<file path="src/rtl/core/wmh_pkg.sv">
package wmh_pkg;

    localparam int unsigned WordW = 32;
    localparam int unsigned NumWords = 16;

    typedef logic [WordW-1:0] word_t;

    localparam logic [1:0] KEY_128 = 2'd0;
    localparam logic [1:0] KEY_256 = 2'd1;
    localparam logic [1:0] KEY_512 = 2'd2;

    localparam logic [1:0] CFG_KEY_SIZE = 2'd0;
    localparam logic [1:0] CFG_SALT_EN  = 2'd1;
    localparam logic [1:0] CFG_SALT_TIME = 2'd2;

    localparam word_t INIT_CHAIN [NumWords] = '{
        32'd1415926535, 32'd897932384, 32'd4264338327, 32'd2884197169,
        32'd3993751058, 32'd2097494459, 32'd2307816406, 32'd2862089986,
        32'd2803482534, 32'd2117067982, 32'd1480865132, 32'd823066470,
        32'd3844609550, 32'd582231725, 32'd3594081284, 32'd811174502
    };

    function automatic word_t rotl(input word_t v, input logic [4:0] n);
        word_t r;
        r = (n == 5'd0) ? v : ((v << n) | (v >> (6'd32 - {1'b0, n})));
        return r;
    endfunction

    function automatic word_t rotr(input word_t v, input logic [4:0] n);
        word_t r;
        r = (n == 5'd0) ? v : ((v >> n) | (v << (6'd32 - {1'b0, n})));
        return r;
    endfunction

    function automatic word_t lnot(input word_t x);
        word_t r;
        r = (x == '0) ? 32'd1 : 32'd0;
        return r;
    endfunction

    typedef struct packed {
        logic    ready;
        logic [4:0] s11;
        logic [4:0] s13;
        logic [4:0] s17;
        logic [4:0] s19;
    } salt_ctl_t;

endpackage

</file>
<file path="src/rtl/core/wmh_salt_mod.sv">
module wmh_salt_mod
    import wmh_pkg::*;
(
    input  logic      clk,
    input  logic      rst_n,
    input  logic      load,
    input  word_t     value,
    output salt_ctl_t ctl
);
    // residues of the salt value, registered per step: weight the bytes by 2^8k mod m,
    // fold the sum once more, then reduce with constant compare-subtract steps
    logic [1:0]  stage_reg;
    logic [13:0] sum11_reg, sum13_reg, sum17_reg, sum19_reg;
    logic [8:0]  fold11_reg, fold13_reg, fold17_reg, fold19_reg;
    logic [4:0]  r11_reg, r13_reg, r17_reg, r19_reg;

    function automatic logic [13:0] byte_fold(input word_t v, input logic [4:0] w1,
                                              input logic [4:0] w2, input logic [4:0] w3);
        logic [13:0] s;
        s = 14'(v[7:0]) + 14'(v[15:8]) * 14'(w1)
          + 14'(v[23:16]) * 14'(w2) + 14'(v[31:24]) * 14'(w3);
        return s;
    endfunction

    function automatic logic [8:0] fold_again(input logic [13:0] s, input logic [4:0] w1);
        logic [8:0] t;
        t = 9'(s[7:0]) + 9'(s[13:8]) * 9'(w1);
        return t;
    endfunction

    function automatic logic [4:0] reduce(input logic [8:0] t, input logic [4:0] m);
        logic [8:0] r;
        r = t;
        for (int k = 4; k >= 0; k--)
        begin
            if (r >= (9'(m) << k)) r = r - (9'(m) << k);
        end
        return r[4:0];
    endfunction

    always_ff @(posedge clk or negedge rst_n)
    begin
        if (!rst_n)
        begin
            stage_reg <= '0;
            sum11_reg <= '0; sum13_reg <= '0; sum17_reg <= '0; sum19_reg <= '0;
            fold11_reg <= '0; fold13_reg <= '0; fold17_reg <= '0; fold19_reg <= '0;
            r11_reg <= '0; r13_reg <= '0; r17_reg <= '0; r19_reg <= '0;
        end
        else if (load)
        begin
            // byte weights: 256, 65536 and 2^24 taken mod each modulus
            sum11_reg <= byte_fold(value, 5'd3, 5'd9, 5'd5);
            sum13_reg <= byte_fold(value, 5'd9, 5'd3, 5'd1);
            sum17_reg <= byte_fold(value, 5'd1, 5'd1, 5'd1);
            sum19_reg <= byte_fold(value, 5'd9, 5'd5, 5'd7);
            stage_reg <= 2'b01;
        end
        else if (stage_reg[0])
        begin
            fold11_reg <= fold_again(sum11_reg, 5'd3);
            fold13_reg <= fold_again(sum13_reg, 5'd9);
            fold17_reg <= fold_again(sum17_reg, 5'd1);
            fold19_reg <= fold_again(sum19_reg, 5'd9);
            stage_reg <= 2'b10;
        end
        else if (stage_reg[1])
        begin
            r11_reg <= reduce(fold11_reg, 5'd11);
            r13_reg <= reduce(fold13_reg, 5'd13);
            r17_reg <= reduce(fold17_reg, 5'd17);
            r19_reg <= reduce(fold19_reg, 5'd19);
            stage_reg <= 2'b00;
        end
    end

    assign ctl.ready = (stage_reg == 2'b00);
    assign ctl.s11 = r11_reg;
    assign ctl.s13 = r13_reg;
    assign ctl.s17 = r17_reg;
    assign ctl.s19 = r19_reg;
endmodule
</file>
<file path="config.mk">
export PLATFORM = sky130hd
export DESIGN_NAME = wmh_salt_mod
export DESIGN_NICKNAME = d
export VERILOG_FILES = /design/src/rtl/core/wmh_pkg.sv /design/src/rtl/core/wmh_salt_mod.sv
export SDC_FILE = /design/constraint.sdc
export NUM_CORES = 1
export LEC_CHECK = 0
export BUFFER_PORTS_ARGS = -buffer_cell sky130_fd_sc_hd__buf_2
export CAP_MARGIN = 40
export CORE_ASPECT_RATIO = 0.8
export CORE_MARGIN = 4
export CORE_UTILIZATION = 66
export CTS_BUF_LIST = sky130_fd_sc_hd__clkbuf_2 sky130_fd_sc_hd__clkbuf_4 sky130_fd_sc_hd__clkbuf_8
export CTS_CLUSTER_SIZE = 25
export DETAILED_ROUTE_END_ITERATION = 6
export GPL_TIMING_DRIVEN = 0
export HOLD_SLACK_MARGIN = 0.03
export PLACE_DENSITY = 0.84
export SYNTH_ARGS = -nofsm -noshare
export SYNTH_HDL_FRONTEND = slang
export SYNTH_SLANG_ARGS = --single-unit
</file>
<file path="constraint.sdc">
create_clock -name clk -period 6.8 [get_ports clk]
set_clock_uncertainty 0.05 [all_clocks]
set_input_delay 1.36 -clock clk [delete_from_list [all_inputs] [get_ports clk]]
set_output_delay 1.36 -clock clk [all_outputs]
set_load 0.005 [all_outputs]
</file>
# Word-level counts from Yosys, hierarchy flattened
# Index checks and enable logic that the tools add are counted.
# classes
add_sub_neg	35
multipliers	10
n_div	0
n_lt_le_gt_ge	20
eq_ne	0
shifts	0
mux	70
bitwise_logic	2
n_reduce_logical	3
# op_table
operator	count
$mux 9	64
$ge 9x5->1 const B	4
$ge 9x6->1 const B	4
$ge 9x7->1 const B	4
$ge 9x8->1 const B	4
$sub 9x6->9 const B	4
$sub 9x7->9 const B	4
$sub 9x8->9 const B	4
$mul 8x3->11 const B	3
$add 13x11->14	2
$mul 8x4->12 const B	2
$mul 8x2->10 const B	2
$mux 5	4
$add 8x8->9	2
$add 8x9->9	2
$ge 9x4->1 const B	2
$ge 9x9->1 const B	2
$mul 6x4->9 const B	2
$sub 9x5->9 const B	2
$sub 9x9->9 const B	2
$add 14x10->14	1
$add 14x11->14	1
$add 14x8->14	1
$add 11x12->13	1
other kinds (13)	17
# word_totals
ff_bits	114
latch_bits	0
ram_bits	0
romBits	0
in_bits	35
out_inout_bits	21
wordCells	153
n_memories	0

# Depth between registers and ports, before layout
# depth
depth_word	22
ltp_mapped	22
mapped_depth_nobuf	22

# Worst setup path after synthesis
# No wires, ideal clock.
# synth_path
path_type	input-to-reg
start	input port value[10]
end	register sum11_reg[12]
setup_time_ns	0.125
arrival_time_ns	5.721
setup_slack_ns	0.905
path_stages	21
cell_sequence	fa_1 > inv_1 > fa_1 > inv_1 > fa_1 > fa_1 > inv_1 > fa_1 > inv_1 > ha_1 > inv_1 > o21bai_1 > a21oi_1 > o21bai_1 > a21oi_1 > o21bai_1 > a21oi_1 > o21bai_1 > a21oi_1 > xnor2_1 > mux2_2
# synth_via
elab_chain_len	4
# synth_lines
element	line_no	text
start, declared	wmh_salt_mod.sv:7	input word_t value,
$mul 8x2->10	wmh_salt_mod.sv:20	s = 14'(v[7:0]) + 14'(v[15:8]) * 14'(w1)
$add 8x10->11	wmh_salt_mod.sv:20	
$add 11x12->13	wmh_salt_mod.sv:21	+ 14'(v[23:16]) * 14'(w2) + 14'(v[31:24]) * 14'(w3);
$add 13x11->14	wmh_salt_mod.sv:21	
end signal, assigned	wmh_salt_mod.sv:53	sum11_reg <= byte_fold(value, 5'd3, 5'd9, 5'd5);
end, declared	wmh_salt_mod.sv:13	logic [13:0] sum11_reg, sum13_reg, sum17_reg, sum19_reg;
# Every way passes these cells.
# A chain may end at the register's enable or synchronous reset.

# Worst setup path in the final report
# Ends and elaborated chain as after synthesis.

==> metrics.yaml <==
sta:
  maxSlewViolCount: 0
  timing.final.ws_setup_ns: 0.732
  hold_violations: 0
  setup-violations-final: 0
  max-slew-margin-rel_pct: 41.3
  totalNegativeSetupSlack_ns: 0
  fin_crit_sh_pct: 89.2
  rsz0062_at_grt: "false"
  max_slew.worst_pin.slew_ns: 0.875
  fmax_mhz: 165
  finalCriticalPeriod_ns: 6.07
worst_hold_path:
  hp-class: "flop to flop"
  min_from: "r13_reg[4]$_DFFE_PN0P_"
clock_network:
  numCtsBuffers: 9
  tritoncts: "yes"
  path_clk_slew_ns: 0.12
  cts_root_buf: "clkbuf_8"
  cts.path.max_buffers: 2
  cts_num_sinks: 107
  insertion_delay_ns: 0.40
  cts_resized: 0
  hold_buffers: 0
  cts_max_level: 3
  cts_setup_buffers: 0
placed_design:
  place_ws_ns: 0.352
  gp_congestion: 0.927
  dp_hpwl_mm: 28.3
  place_area_um2: 15400
  numPortBuffers: 55
synthesis:
  synth_top_family_by_area: "adder cells"
  synth_cells: 1631
  synth_area_um2: 14700
  ys_seq_area_share_pct: 18.2
  synth_fa_ha_area_share_pct: 29.8
  synth_mux_area_share_pct: 4.84
  avgSynthCellArea_um2: 9.01
  synthTopCellsByArea: "dfrtp_1 (18%), fa_1 (15%), ha_1 (14%)"
  syn-num-nets: 1948
  ys_ff_latch: 107
  synth_area_leader_cell: "dfrtp_1"
  synth_commonest_cells: "inv_1 (217), ha_1 (169), fa_1 (113)"
  ys.flop_type: "dfrtp_1"
  async_reset_ff_share_pct: 100
  yosys.area_share.simple_pct: 11.5
  yosys.cell_count.top_type: "inv_1"
  synth_compound_area_share_pct: 22.9
  synth_top_area_share_pct: 18.2
  ys_types: 98
  synth_xor_area_share_pct: 5.60
  yosysWarnings: 0
  synth_edf_count: 0
setup_path:
  crit_start: "value[10]"
  critPathLaunchType: "input pin"
  critPathArrivalTime_ns: 6.32
  worst-setup-path-type: "input pin to flop"
  cp_slowest_cell: "fa_1"
  end_kind: "flop"
  path_cells: "buf_2 -> fa_1 -> inv_1 -> fa_1 -> inv_1 -> fa_1 -> ha_1 -> inv_1 -> fa_1 -> inv_1 -> ha_1 -> a21oi_1 -> o21bai_1 -> a21oi_1 -> o21bai_1 -> a21oi_1 -> o21bai_1 -> a21oi_1 -> o21bai_1 -> a21oi_1 -> xnor2_1 -> mux2_2"
  crit_path_max_incr_delay_ns: 0.59
  crit_fanout: 5
  timing.rr.start: "fold13_reg[7]$_DFFE_PN0P_"
  cp.required_ns: 7.05
  cpMostUsedCell: "a21oi_1"
final_layout:
  seq_area_um2: 2680
  multi_input_area_um2: 11000
  syn2layout_area_growth_pct: 5.88
  final_util_pct: 71.6
  final_area_um2: 15600
  largest_reg_flops: 14
  nFillCells: 1681
  nNetsFinal: 2015
  num_antenna_cells: 0
  drive_above_1_share_pct: 10.2
floorplan:
  ios: 56
  coreArea_um2: 21700
  rows: 48
  die_area_um2: 24700
  die_h_um: 142
  die_w_um: 175
  start_util_pct: 67.6
drt:
  viasPerCell: 6.24
  drc: 0
  wirelength_mm: 34.7
  detail_route.iter0.violations: 1151
  antenna_left: 0
  vias: 12500
  wl_per_cell_um: 17.3
  firstDrtPassIters: 6
flow_run:
  max_cap_viol_count: 0
status:
  outcome: "completed"
global_routing:
  gr-usage-all-layers_pct: 29.0
  grt_max_degree: 66
  grt-ovfl-total: 0
  grt_pass1_vias: 12400
  antenna_found_initial: 0
  grt_pass1_wl_mm: 59.8
==> worst max-delay path, delay by kind of cell <==
family	cells	cell delay, ns
compound gates	9	1.57
fa+ha+maj	6	2.66
xor+xnor	1	0.08
buf+inv	5	0.38
mux	1	0.26
==> per-stage QoR <==
| stage | cells | hold WS [ns] |
|---|---|---|
| 6_report | 2002 | 0.437 |
| 5_1_grt | 2002 | 0.479 |
| 4_1_cts | 2002 | 0.445 |
| 3_5_place_dp | 1987 | 0.417 |
| 3_3_place_gp | 1986 | 0.408 |
| 2_1_floorplan | 1631 | 0.423 |
==> per-layer routing <==
layer | global-route usage [%] | vias up | share of wire [%]
met1 | 40.8 | 6142 | 46
met2 | 48.0 | 373 | 47
met4 | 6.86 | 0 | 1.7
met3 | 4.21 | 52 | 5.6
met5 | 0 | - | 0
li1 | - | 5924 | -
==> path summary, 6_finish.rpt <==
check                                       endpoint  slack (ns)  cells past startpoint
max in group asynchronous     r11_reg[4]$_DFFE_PN0P_        5.04                      2
hold / removal                r13_reg[4]$_DFFE_PN0P_        0.44                      2
hold reg to reg               r13_reg[4]$_DFFE_PN0P_        0.44                      2
min in group asynchronous     r13_reg[4]$_DFFE_PN0P_        0.88                      1
setup reg to reg              r13_reg[1]$_DFFE_PN0P_        0.92                     22
setup / recovery           sum11_reg[12]$_DFFE_PN0P_        0.73                     22
==> final cells by class <==
cell class | count | area share, %
sequential | 107 | 17.2
multi-input combinational | 1256 | 70.5
inverter | 217 | 5.23
clock buffer | 11 | 0.973
clock inverter | 4 | 0.209
timing repair buffer | 56 | 1.96
tap | 300 | 2.41
buffer | 51 | 1.53
==> layout by cell type, fill, tap and decap left out, types with 20 or more instances in the layout <==
cell / instances
inv_1: 217
ha_1: 169
fa_1: 113
dfrtp_1: 107
nand2_1: 104
a21oi_1: 97
o21ai_0: 83
xnor2_1: 68
nor2_1: 66
buf_2: 65
mux2_2: 49
a21o_1: 41
nand3_1: 36
o21bai_1: 33
clkbuf_1: 31
nor3_1: 27
xor2_1: 26
o211ai_1: 22
a31oi_1: 20
==> cell families (layout without fill, tap and decap cells) <==
family / Yosys count / in the layout
xor+xnor: 94 / 94
fa+ha+maj: 282 / 282
simple gates: 340 / 340
compound gates: 475 / 475
flops: 107 / 107
mux: 65 / 65
buf+inv: 268 / 339
Power is not shown: default switching activity piles up to over one toggle a cycle in this logic, so the estimate is an artifact.
